<file path="src/design/polyline_miter_vertex_gen_macros.svh">
// Assertion macros for the polyline miter vertex generator.
// Needs a clock named clk and an active-low reset named arst_n in scope.
`ifndef POLYLINE_MITER_VERTEX_GEN_MACROS_SVH
`define POLYLINE_MITER_VERTEX_GEN_MACROS_SVH
`ifndef ASSERT_OFF
`define PMVG_ASSERT_IMPL(label, ante, cons, msg) \
	label: assert property (@(posedge clk) disable iff (!arst_n) (ante) |-> (cons)) \
		else $error(msg);
`define PMVG_ASSERT_NEXT(label, ante, cons, msg) \
	label: assert property (@(posedge clk) disable iff (!arst_n) (ante) |=> (cons)) \
		else $error(msg);
`else
`define PMVG_ASSERT_IMPL(label, ante, cons, msg)
`define PMVG_ASSERT_NEXT(label, ante, cons, msg)
`endif
`endif

</file>
<file path="src/design/pmvg_pkg.sv">
// Shared constants and types for the polyline miter vertex generator.
// No dependencies.
package pmvg_pkg;
	localparam int COORD_BITS_DEF = 24;
	localparam int NRM_BITS = 16;
	localparam int WID_BITS = 16;
	localparam int COL_BITS = 32;
	localparam int OFF_BITS = 24;
	localparam logic [OFF_BITS-1:0] OFF_MAX = 24'h7FFFFF;
	// square root of a sum of two 30-bit squares
	localparam int RAD_BITS = 62;
	localparam int ROOT_BITS = 31;
	localparam int SQ_REM_BITS = 33;
	// component division: quotient at most 16384
	localparam int NQ_BITS = 15;
	localparam int NDVD_BITS = 45;
	// miter division
	localparam int MQ_BITS = 24;
	localparam int MDVD_BITS = 49;
	localparam int MDVS_BITS = 30;

	typedef struct packed {
		logic busy;
		logic done;
	} unit_stat_t;
endpackage

</file>
<file path="src/design/pmvg_sqrt.sv">
// Bit-serial integer square root, one root bit per cycle.
// Depends on pmvg_pkg.
module pmvg_sqrt import pmvg_pkg::*; (
	input  logic                 clk,
	input  logic                 arst_n,
	input  logic                 start,
	input  logic [RAD_BITS-1:0]  rad,
	output logic [ROOT_BITS-1:0] root,
	output unit_stat_t           stat
);
	localparam int STEPS = RAD_BITS / 2;
	localparam int CNT_BITS = $clog2(STEPS + 1);

	logic [RAD_BITS-1:0]    rad_q;
	logic [SQ_REM_BITS-1:0] rem_q;
	logic [ROOT_BITS-1:0]   root_q;
	logic [CNT_BITS-1:0]    cnt_q;
	logic                   busy_q, done_q;
	logic [SQ_REM_BITS-1:0] rem_sh, trial;
	logic                   ge;

	always_comb begin
		rem_sh = {rem_q[SQ_REM_BITS-3:0], rad_q[RAD_BITS-1 -: 2]};
		trial  = {root_q, 2'b01};
		ge     = rem_sh >= trial;
	end

	always_ff @(posedge clk or negedge arst_n) begin
		if (!arst_n) begin
			busy_q <= 1'b0;
			done_q <= 1'b0;
			cnt_q  <= '0;
		end else begin
			done_q <= 1'b0;
			if (start) begin
				busy_q <= 1'b1;
				cnt_q  <= CNT_BITS'(STEPS);
			end else if (busy_q) begin
				cnt_q <= cnt_q - 1'b1;
				if (cnt_q == CNT_BITS'(1)) begin
					busy_q <= 1'b0;
					done_q <= 1'b1;
				end
			end
		end
	end

	always_ff @(posedge clk) begin
		if (start) begin
			rad_q  <= rad;
			rem_q  <= '0;
			root_q <= '0;
		end else if (busy_q) begin
			rad_q  <= rad_q << 2;
			rem_q  <= ge ? rem_sh - trial : rem_sh;
			root_q <= {root_q[ROOT_BITS-2:0], ge};
		end
	end

	assign root = root_q;
	assign stat = '{busy: busy_q, done: done_q};
endmodule

</file>
<file path="src/design/pmvg_div.sv">
// Bit-serial restoring divider, one quotient bit per cycle, with overflow flag.
// Depends on pmvg_pkg.
module pmvg_div import pmvg_pkg::*; #(
	parameter int DVD_BITS = NDVD_BITS,
	parameter int DVS_BITS = ROOT_BITS,
	parameter int Q_BITS   = NQ_BITS
) (
	input  logic                clk,
	input  logic                arst_n,
	input  logic                start,
	input  logic [DVD_BITS-1:0] dividend,
	input  logic [DVS_BITS-1:0] divisor,
	output logic [Q_BITS-1:0]   quo,
	output logic                ovf,
	output unit_stat_t          stat
);
	localparam int CW = ((DVD_BITS > DVS_BITS + Q_BITS) ? DVD_BITS : DVS_BITS + Q_BITS) + 1;
	localparam int CNT_BITS = $clog2(Q_BITS + 1);

	logic [CW-1:0]       rem_q, dsh_q;
	logic [Q_BITS-1:0]   quo_q;
	logic                ovf_q, busy_q, done_q;
	logic [CNT_BITS-1:0] cnt_q;
	logic                ge;

	assign ge = rem_q >= dsh_q;

	always_ff @(posedge clk or negedge arst_n) begin
		if (!arst_n) begin
			busy_q <= 1'b0;
			done_q <= 1'b0;
			cnt_q  <= '0;
		end else begin
			done_q <= 1'b0;
			if (start) begin
				busy_q <= 1'b1;
				cnt_q  <= CNT_BITS'(Q_BITS);
			end else if (busy_q) begin
				cnt_q <= cnt_q - 1'b1;
				if (cnt_q == CNT_BITS'(1)) begin
					busy_q <= 1'b0;
					done_q <= 1'b1;
				end
			end
		end
	end

	always_ff @(posedge clk) begin
		if (start) begin
			rem_q <= CW'(dividend);
			dsh_q <= CW'(divisor) << (Q_BITS - 1);
			ovf_q <= CW'(dividend) >= (CW'(divisor) << Q_BITS);
			quo_q <= '0;
		end else if (busy_q) begin
			if (ge)
				rem_q <= rem_q - dsh_q;
			dsh_q <= dsh_q >> 1;
			quo_q <= {quo_q[Q_BITS-2:0], ge};
		end
	end

	assign quo  = quo_q;
	assign ovf  = ovf_q;
	assign stat = '{busy: busy_q, done: done_q};
endmodule

</file>
<file path="src/design/pmvg_norm.sv">
// Vector normalizer to a Q1.14 unit vector: serial range shift, square,
// serial square root and serial divisions. Depends on pmvg_pkg, pmvg_sqrt, pmvg_div.
`include "polyline_miter_vertex_gen_macros.svh"
module pmvg_norm import pmvg_pkg::*; #(
	parameter int IN_BITS = COORD_BITS_DEF + 1
) (
	input  logic                       clk,
	input  logic                       arst_n,
	input  logic                       start,
	input  logic signed [IN_BITS-1:0]  vx,
	input  logic signed [IN_BITS-1:0]  vy,
	output logic signed [NRM_BITS-1:0] nx,
	output logic signed [NRM_BITS-1:0] ny,
	output unit_stat_t                 stat
);
	localparam int MW = (IN_BITS > 31) ? IN_BITS : 31;

	localparam logic [3:0] ST_IDLE = 4'd0, ST_SHIFT = 4'd1, ST_SQX = 4'd2,
		ST_SQY = 4'd3, ST_ADD = 4'd4, ST_SQ_GO = 4'd5, ST_SQ_W = 4'd6,
		ST_DX_GO = 4'd7, ST_DX_W = 4'd8, ST_DY_GO = 4'd9, ST_DY_W = 4'd10,
		ST_FIN = 4'd11;

	logic [3:0]           state_q;
	logic                 done_q;
	logic                 sx_q, sy_q;
	logic [MW-1:0]        ax_q, ay_q, orv;
	logic [IN_BITS-1:0]   magx, magy;
	logic [59:0]          prod, prod_q;
	logic [RAD_BITS-1:0]  sum_q;
	logic [29:0]          mop;
	logic [ROOT_BITS-1:0] len_q, root;
	logic [NQ_BITS-1:0]   quo;
	logic [NDVD_BITS-1:0] dvd;
	logic                 dovf;
	logic signed [NRM_BITS-1:0] nx_q, ny_q, qs;
	unit_stat_t           sq_stat, dv_stat;

	assign magx = vx[IN_BITS-1] ? (~vx + 1'b1) : vx;
	assign magy = vy[IN_BITS-1] ? (~vy + 1'b1) : vy;
	assign orv  = ax_q | ay_q;
	assign mop  = (state_q == ST_SQX) ? ax_q[29:0] : ay_q[29:0];
	assign prod = mop * mop;
	assign dvd  = NDVD_BITS'({((state_q == ST_DX_GO) ? ax_q[29:0] : ay_q[29:0]), 14'b0})
		+ NDVD_BITS'(len_q[ROOT_BITS-1:1]);
	assign qs   = NRM_BITS'({1'b0, quo});

	pmvg_sqrt u_sqrt (
		.clk(clk), .arst_n(arst_n), .start(state_q == ST_SQ_GO),
		.rad(sum_q), .root(root), .stat(sq_stat)
	);

	pmvg_div #(.DVD_BITS(NDVD_BITS), .DVS_BITS(ROOT_BITS), .Q_BITS(NQ_BITS)) u_div (
		.clk(clk), .arst_n(arst_n),
		.start(state_q == ST_DX_GO || state_q == ST_DY_GO),
		.dividend(dvd), .divisor(len_q), .quo(quo), .ovf(dovf), .stat(dv_stat)
	);

	always_ff @(posedge clk or negedge arst_n) begin
		if (!arst_n) begin
			state_q <= ST_IDLE;
			done_q  <= 1'b0;
		end else begin
			done_q <= 1'b0;
			case (state_q)
				ST_IDLE: if (start) state_q <= (vx == '0 && vy == '0) ? ST_FIN : ST_SHIFT;
				ST_SHIFT: if (!(|orv[MW-1:30]) && orv[29]) state_q <= ST_SQX;
				ST_SQX: state_q <= ST_SQY;
				ST_SQY: state_q <= ST_ADD;
				ST_ADD: state_q <= ST_SQ_GO;
				ST_SQ_GO: state_q <= ST_SQ_W;
				ST_SQ_W: if (sq_stat.done) state_q <= ST_DX_GO;
				ST_DX_GO: state_q <= ST_DX_W;
				ST_DX_W: if (dv_stat.done) state_q <= ST_DY_GO;
				ST_DY_GO: state_q <= ST_DY_W;
				ST_DY_W: if (dv_stat.done) state_q <= ST_FIN;
				ST_FIN: begin
					state_q <= ST_IDLE;
					done_q  <= 1'b1;
				end
				default: state_q <= ST_IDLE;
			endcase
		end
	end

	always_ff @(posedge clk) begin
		case (state_q)
			ST_IDLE: if (start) begin
				sx_q <= vx[IN_BITS-1];
				sy_q <= vy[IN_BITS-1];
				ax_q <= MW'(magx);
				ay_q <= MW'(magy);
				nx_q <= '0;
				ny_q <= '0;
			end
			ST_SHIFT: begin
				// bring the larger magnitude into [2^29, 2^30)
				if (|orv[MW-1:30]) begin
					ax_q <= ax_q >> 1;
					ay_q <= ay_q >> 1;
				end else if (!orv[29]) begin
					ax_q <= ax_q << 1;
					ay_q <= ay_q << 1;
				end
			end
			ST_SQX: prod_q <= prod;
			ST_SQY: begin
				prod_q <= prod;
				sum_q  <= RAD_BITS'(prod_q);
			end
			ST_ADD: sum_q <= sum_q + RAD_BITS'(prod_q);
			ST_SQ_W: if (sq_stat.done) len_q <= root;
			ST_DX_W: if (dv_stat.done) nx_q <= sx_q ? -qs : qs;
			ST_DY_W: if (dv_stat.done) ny_q <= sy_q ? -qs : qs;
			default: ;
		endcase
	end

	assign nx   = nx_q;
	assign ny   = ny_q;
	assign stat = '{busy: (state_q != ST_IDLE), done: done_q};

	// a component never exceeds the length, so the quotient fits
	`PMVG_ASSERT_IMPL(a_comp_no_ovf, dv_stat.done, !dovf,
		"component division overflowed")
	`PMVG_ASSERT_IMPL(a_start_idle, start, state_q == ST_IDLE,
		"normalizer started while busy")
	`PMVG_ASSERT_NEXT(a_done_pulse, done_q, !done_q,
		"done held for more than one cycle")
endmodule

</file>
<file path="src/design/polyline_miter_vertex_gen.sv">
// Top level of the polyline miter vertex generator: sequencer, point state,
// miter divider and output register. Depends on pmvg_pkg, pmvg_norm, pmvg_div.
//
//  channel | handshake          | payload
//  --------+--------------------+---------------------------------------------
//  in      | in_valid, in_stall | point_x, point_y, width, color, last
//  out     | out_valid,out_stall| vert_x, vert_y, normal_x, normal_y, offset,
//          |                    | vert_color, end_of_run
//
// One point at a time. The first point of a run only updates the point state;
// later points run normalizations, whose time is set by the range shift, the
// bit-serial square root (31 steps) and the bit-serial dividers (15 steps per
// component, 24 for the miter), and wait on output stalls; an interior point runs
// two normalizations and, unless the width is zero or the dot product is not positive, the miter division.
// Results leave through one output register; while it is stalled the
// sequencer holds. in_stall is high while a point is in work.
// Reset clears the point state and the run counter.
`include "polyline_miter_vertex_gen_macros.svh"
module polyline_miter_vertex_gen import pmvg_pkg::*; #(
	parameter int COORD_BITS = COORD_BITS_DEF
) (
	input  logic                         clk,
	input  logic                         arst_n,
	input  logic                         in_valid,
	output logic                         in_stall,
	input  logic signed [COORD_BITS-1:0] point_x,
	input  logic signed [COORD_BITS-1:0] point_y,
	input  logic [WID_BITS-1:0]          width,
	input  logic [COL_BITS-1:0]          color,
	input  logic                         last,
	output logic                         out_valid,
	input  logic                         out_stall,
	output logic signed [COORD_BITS-1:0] vert_x,
	output logic signed [COORD_BITS-1:0] vert_y,
	output logic signed [NRM_BITS-1:0]   normal_x,
	output logic signed [NRM_BITS-1:0]   normal_y,
	output logic signed [OFF_BITS-1:0]   offset,
	output logic [COL_BITS-1:0]          vert_color,
	output logic                         end_of_run
);
	localparam int NW = COORD_BITS + 1;

	localparam logic [3:0] ST_IDLE = 4'd0, ST_N1_GO = 4'd1, ST_N1_W = 4'd2,
		ST_N2_GO = 4'd3, ST_N2_W = 4'd4, ST_DOT1 = 4'd5, ST_DOT2 = 4'd6,
		ST_MIT_CHK = 4'd7, ST_MIT_GO = 4'd8, ST_MIT_W = 4'd9, ST_EMIT = 4'd10,
		ST_UPD = 4'd11;

	logic [3:0] state_q;
	logic [1:0] points_q, e_q;

	logic signed [COORD_BITS-1:0] px_q, py_q, cx_q, cy_q;
	logic [WID_BITS-1:0]          pw_q, cw_q;
	logic [COL_BITS-1:0]          pc_q, cc_q;
	logic                         clast_q;
	logic signed [NRM_BITS-1:0]   pdx_q, pdy_q, dx_q, dy_q, n0x_q, n0y_q;
	logic [OFF_BITS-1:0]          off0_q;
	logic signed [31:0]           dp_q, d_q, prod;
	logic signed [NRM_BITS-1:0]   mul_a, mul_b;

	logic                         norm_start;
	logic signed [NW-1:0]         nvx, nvy;
	logic signed [NRM_BITS-1:0]   norm_nx, norm_ny;
	unit_stat_t                   norm_stat, div_stat;
	logic [MDVD_BITS-1:0]         mdvd;
	logic [MQ_BITS-1:0]           mquo;
	logic                         movf;

	logic                         out_valid_q, emit_go, e_last;
	logic [OFF_BITS-1:0]          e_off;

	assign in_stall   = (state_q != ST_IDLE);
	assign norm_start = (state_q == ST_N1_GO) || (state_q == ST_N2_GO);

	always_comb begin
		if (state_q == ST_N1_GO) begin
			nvx = NW'(cx_q) - NW'(px_q);
			nvy = NW'(cy_q) - NW'(py_q);
		end else begin
			nvx = NW'(pdx_q) + NW'(dx_q);
			nvy = NW'(pdy_q) + NW'(dy_q);
		end
	end

	pmvg_norm #(.IN_BITS(NW)) u_norm (
		.clk(clk), .arst_n(arst_n), .start(norm_start), .vx(nvx), .vy(nvy),
		.nx(norm_nx), .ny(norm_ny), .stat(norm_stat)
	);

	// dot product of miter and incoming normal, one multiply per cycle
	assign mul_a = (state_q == ST_DOT1) ? n0x_q : n0y_q;
	assign mul_b = (state_q == ST_DOT1) ? -pdy_q : pdx_q;
	assign prod  = mul_a * mul_b;

	assign mdvd = {1'b0, pw_q, 32'b0} + MDVD_BITS'(d_q[31:1]);

	pmvg_div #(.DVD_BITS(MDVD_BITS), .DVS_BITS(MDVS_BITS), .Q_BITS(MQ_BITS)) u_mdiv (
		.clk(clk), .arst_n(arst_n), .start(state_q == ST_MIT_GO),
		.dividend(mdvd), .divisor(d_q[MDVS_BITS-1:0]), .quo(mquo), .ovf(movf),
		.stat(div_stat)
	);

	assign emit_go = (state_q == ST_EMIT) && (!out_valid_q || !out_stall);
	assign e_last  = (e_q == (clast_q ? 2'd3 : 2'd1));
	assign e_off   = e_q[1] ? {4'b0, cw_q, 4'b0} : off0_q;

	always_ff @(posedge clk or negedge arst_n) begin
		if (!arst_n) begin
			state_q     <= ST_IDLE;
			points_q    <= 2'd0;
			e_q         <= 2'd0;
			out_valid_q <= 1'b0;
			px_q        <= '0;
			py_q        <= '0;
			pw_q        <= '0;
			pc_q        <= '0;
			pdx_q       <= '0;
			pdy_q       <= '0;
		end else begin
			if (emit_go)
				out_valid_q <= 1'b1;
			else if (!out_stall)
				out_valid_q <= 1'b0;
			case (state_q)
				ST_IDLE: if (in_valid) state_q <= (points_q == 2'd0) ? ST_UPD : ST_N1_GO;
				ST_N1_GO: state_q <= ST_N1_W;
				ST_N1_W: if (norm_stat.done) begin
					e_q     <= 2'd0;
					state_q <= (points_q == 2'd1) ? ST_EMIT : ST_N2_GO;
				end
				ST_N2_GO: state_q <= ST_N2_W;
				ST_N2_W: if (norm_stat.done) state_q <= ST_DOT1;
				ST_DOT1: state_q <= ST_DOT2;
				ST_DOT2: state_q <= ST_MIT_CHK;
				ST_MIT_CHK: begin
					if (pw_q == '0 || d_q[31] || d_q == '0)
						state_q <= ST_EMIT;
					else
						state_q <= ST_MIT_GO;
				end
				ST_MIT_GO: state_q <= ST_MIT_W;
				ST_MIT_W: if (div_stat.done) state_q <= ST_EMIT;
				ST_EMIT: if (emit_go) begin
					if (e_last)
						state_q <= ST_UPD;
					else
						e_q <= e_q + 1'b1;
				end
				ST_UPD: begin
					px_q  <= cx_q;
					py_q  <= cy_q;
					pw_q  <= cw_q;
					pc_q  <= cc_q;
					pdx_q <= dx_q;
					pdy_q <= dy_q;
					if (clast_q)
						points_q <= 2'd0;
					else if (points_q != 2'd2)
						points_q <= points_q + 1'b1;
					state_q <= ST_IDLE;
				end
				default: state_q <= ST_IDLE;
			endcase
		end
	end

	always_ff @(posedge clk) begin
		case (state_q)
			ST_IDLE: if (in_valid) begin
				cx_q    <= point_x;
				cy_q    <= point_y;
				cw_q    <= width;
				cc_q    <= color;
				clast_q <= last;
				dx_q    <= '0;
				dy_q    <= '0;
			end
			ST_N1_W: if (norm_stat.done) begin
				dx_q   <= norm_nx;
				dy_q   <= norm_ny;
				n0x_q  <= -norm_ny;
				n0y_q  <= norm_nx;
				off0_q <= {4'b0, pw_q, 4'b0};
			end
			ST_N2_W: if (norm_stat.done) begin
				n0x_q <= -norm_ny;
				n0y_q <= norm_nx;
			end
			ST_DOT1: dp_q <= prod;
			ST_DOT2: d_q <= dp_q + prod;
			ST_MIT_CHK: begin
				if (pw_q == '0)
					off0_q <= '0;
				else
					off0_q <= OFF_MAX;
			end
			ST_MIT_W: if (div_stat.done)
				off0_q <= (movf || mquo[MQ_BITS-1]) ? OFF_MAX : mquo;
			default: ;
		endcase
	end

	// output register: first pair at the previous point, second (last point of a run only) at this one
	always_ff @(posedge clk) begin
		if (emit_go) begin
			vert_x     <= e_q[1] ? cx_q : px_q;
			vert_y     <= e_q[1] ? cy_q : py_q;
			normal_x   <= e_q[1] ? -dy_q : n0x_q;
			normal_y   <= e_q[1] ? dx_q : n0y_q;
			offset     <= e_q[0] ? -e_off : e_off;
			vert_color <= e_q[1] ? cc_q : pc_q;
			end_of_run <= e_last;
		end
	end

	assign out_valid = out_valid_q;

	`PMVG_ASSERT_NEXT(a_accept_busy, in_valid && !in_stall, state_q != ST_IDLE,
		"accepted item left the sequencer idle")
	`PMVG_ASSERT_NEXT(a_eor_update, emit_go && e_last, state_q == ST_UPD,
		"final result not followed by state update")
	`PMVG_ASSERT_IMPL(a_points_range, 1'b1, points_q != 2'd3,
		"run counter beyond two")
	`PMVG_ASSERT_IMPL(a_norm_free, norm_start, !norm_stat.busy,
		"normalizer started while busy")
endmodule

</file>
<file path="config.mk">
export PLATFORM = sky130hd
export DESIGN_NAME = polyline_miter_vertex_gen
export DESIGN_NICKNAME = d
export VERILOG_FILES = /design/src/design/pmvg_pkg.sv /design/src/design/pmvg_sqrt.sv /design/src/design/pmvg_div.sv /design/src/design/pmvg_norm.sv /design/src/design/polyline_miter_vertex_gen.sv
export VERILOG_INCLUDE_DIRS = /design/src /design/src/design
export SDC_FILE = /design/constraint.sdc
export NUM_CORES = 2
export LEC_CHECK = 0
export BUFFER_PORTS_ARGS = -buffer_cell sky130_fd_sc_hd__buf_2
export CAP_MARGIN = 20
export CORE_UTILIZATION = 30
export CTS_BUF_LIST = sky130_fd_sc_hd__clkbuf_4
export DETAILED_ROUTE_END_ITERATION = 10
export GPL_TIMING_DRIVEN = 0
export SLEW_MARGIN = 0
export SYNTH_ARGS = -nofsm -noshare
export SYNTH_HDL_FRONTEND = slang
export SYNTH_SLANG_ARGS = --single-unit
</file>
<file path="constraint.sdc">
create_clock -name clk -period 19.5 [get_ports clk]
set_clock_uncertainty 0.1 [all_clocks]
set_input_delay 3.9 -clock clk [delete_from_list [all_inputs] [get_ports clk]]
set_output_delay 3.9 -clock clk [all_outputs]
set_load 0.05 [all_outputs]
</file>
==> out/results.ini <==
[clock_tree]
tritoncts = built
cts_buffer_depth = 4
clk-insertion-delay-late_ns = 1.25
path_clk_slew_ns = 0.07
htreeDepth = 5
cts_resized = 0
cts_root_buffer = clkbuf_4
cts_setup_buffers = 0
numCtsBuffers = 321
cts.sinks = 1160
hold_buffers = 0

[layout]
area_growth_pct = 11.6
num-fill-cells = 34000
seq_area_um2 = 32600
nets = 12500
multi_input_area_um2 = 60400
final_util = 0.337
drive_above_1_share = 0.104

[global_routing]
grt_util_met3 = 0.0400
antenna_found_initial = 22
grt.busiest_layer = met2
track_usage = 0.183
grt_max_degree = 103
grt_pass1_wl_um = 465000
grt_pass1_vias = 76000
grt_use_met2 = 0.286
grt_overflow_total = 0
grtUsageMet1 = 0.243

[detailed_routing]
drtIter0Drc = 6138
antenna_left = 0
wl_per_cell_um = 20.1
drt_pass1_iterations = 6
wirelength_um = 310000
num_vias = 75800
routed_via_density = 4.93
drc = 0

[sta]
max_freq_mhz = 79.6
timing.final.max_slew_violations = 0
tns_ns = 0
slew_headroom = 0.204
hold_viol = 0
min_period_ns = 12.56
worst_slack_ns = 6.94
post-route-period-util = 0.644
finalSetupViolCount = 0
rsz0062_at_grt = false
worst_pin_slew_ns = 1.16

[synthesis]
synth_top_family_by_area = adder cells
yosys.area_share.adder = 0.280
synthFlopType = edfxtp_1
synthMuxAreaShare = 0.0484
syn_avg_cell_area_um2 = 9.83
netlist_area_um2 = 99700
synth-compound-area-share = 0.104
ys.warnings.count = 0
synth_seq_cells = 1160
synthArstFlopShare = 0.140
synth-simple-area-share = 0.127
synth-edff-count = 852
postSynthCellCount = 10100
ys_types = 111
syn_nets = 11900
synth_xor_area_frac = 0.0449
ys_seq_area_frac = 0.327

[floorplanning]
dieArea_um2 = 335000
dieWidth_um = 578
ios = 240
initial_core_util = 0.302
num_rows = 211
die_y_um = 578
coreArea_um2 = 331000

[setup_path]
arrival_ns = 13.42
cp-start-kind = flop
critPathSlowestCell = o311ai_1
worstPathRequired_ns = 20.35
ff2ff_path_depth = 34
r2r-end = u_norm.prod_q[56]
rrSetupSlack_ns = 6.94
cpMostUsedCell = fa_1
rr_startpoint = u_norm.state_q[1]
worstSetupPathType = flop to flop
critPathMaxStageDelay_ns = 1.01
end_kind = flop
worst-path-max-fanout = 10

[run]
max_cap_viol_count = 0

[worst_hold_path]
min_from = u_mdiv.quo[1]
holdPathEnd = u_mdiv.quo[2]
hold_class = flop to flop
hold_path_depth = 2

[run_status]
outcome = finished clean

[placed_design]
gp_congestion = 0.971
dpl_worst_slack_ns = 7.18
dp_hpwl_um = 248000
port_buffers = 239

-- state kept, by name (all words and copies together), names as in the netlist, 31 cells and up --
register	count
u_norm.u_sqrt.rem_q	31
u_norm.len_q	31
pc_q	32
d_q	32
u_norm.ax_q	31
u_mdiv.dsh_q	53
u_norm.u_div.rem_q	47
u_norm.u_div.dsh_q	45
u_norm.sum_q	62
vert_color	32
u_norm.u_sqrt.root	31
dp_q	32
cc_q	32
u_norm.prod_q	59
u_norm.ay_q	31
u_mdiv.rem_q	55
u_norm.u_sqrt.rad_q	62
-- metal layers --
metal | part of all wire | wire [µm]
met5 | 0.00025 | 78
met4 | 0.044 | 13500
met3 | 0.085 | 26200
met2 | 0.44 | 137000
met1 | 0.43 | 133000
-- cells by family after synthesis --
family / count (synthesis)
compound gates: 1655
other cells: 1
simple gates: 2892
mux: 454
flops: 1160
buf+inv: 1816
fa+ha+maj: 1653
xor+xnor: 511
-- area by class of cell --
type,count,share of cell area
well taps,4366,0.0491
diodes,12,0.000270
clock inverters,97,0.00623
flip-flops and latches,1160,0.293
inverters,1466,0.0495
clock buffers,472,0.0318
multi-input cells,7166,0.543
plain buffers,350,0.0120
repair buffers,283,0.0156
-- cell usage after synthesis, types with 52 or more instances --
cell	number	area (µm²)
mux2_2	221	2490
nand4_1	53	332
nor2b_1	71	444
and3_1	64	400
xor2_1	202	1770
clkbuf_1	307	1150
edfxtp_1	852	25600
dfrtp_1	162	4050
nor3_1	105	526
nand3_1	143	716
mux2i_1	231	2310
o21ai_0	468	2340
fa_1	966	19300
inv_1	1455	5460
a21oi_1	459	2300
a31oi_1	75	469
or3_1	52	325
nand2b_1	88	551
xnor2_1	309	2710
nand2_1	1305	4900
ha_1	687	8600
a21o_1	250	1880
dfxtp_1	146	2920
o21a_1	61	458
nor2_1	816	3060
and2_1	55	344
-- worst max-delay path by stage --
| stage | start | end | slack, ns | cells past startpoint |
|---|---|---|---|---|
| 6_report | u_norm.state_q[1] | u_norm.prod_q[56] | 6.94 | 34 |
| 2_1_floorplan | state_q[2] | d_q[30] | 9.29 | 42 |
| 5_1_grt | u_norm.state_q[1] | u_norm.prod_q[56] | 6.50 | 34 |
| 3_3_place_gp | u_norm.state_q[1] | u_norm.prod_q[57] | 7.05 | 30 |
| 4_1_cts | u_norm.state_q[1] | u_norm.prod_q[56] | 7.05 | 34 |
| 3_5_place_dp | u_norm.state_q[1] | u_norm.prod_q[56] | 7.18 | 34 |
-- through the flow --
step	hold WS, ns	cell area (µm²)	instances
3_3_place_gp	0.321	106000	14700
4_1_cts	0.307	111000	15400
2_1_floorplan	0.317	99700	10100
3_5_place_dp	0.325	107000	14800
5_1_grt	0.330	111000	15400
6_report	0.292	111000	15400
-- cells in the final DEF (no fill, tap or decap), types with 221 or more instances in the layout --
cell type,n
buf_2,248
o21ai_0,465
mux2i_1,225
nor2_1,815
clkbuf_4,472
ha_1,687
xnor2_1,309
a21oi_1,459
nand2_1,1302
inv_1,1453
edfxtp_1,852
clkbuf_1,302
mux2_2,221
fa_1,966
a21o_1,249
-- worst max-delay path: cells and delay by family, from the launching register on --
| family | cells | cell delay, ns |
|---|---|---|
| AOI/OAI and AO/OA | 10 | 3.06 |
| xor gates and xnor gates | 1 | 0.30 |
| adders and majority gates | 9 | 4.11 |
| buffers and inverters | 9 | 2.57 |
| DFF | 1 | 0.38 |
| muxes | 1 | 0.93 |
| and+or+nand+nor | 4 | 0.80 |
Power is not shown: default switching activity piles up to over one toggle a cycle in this logic, so the estimate is an artifact.
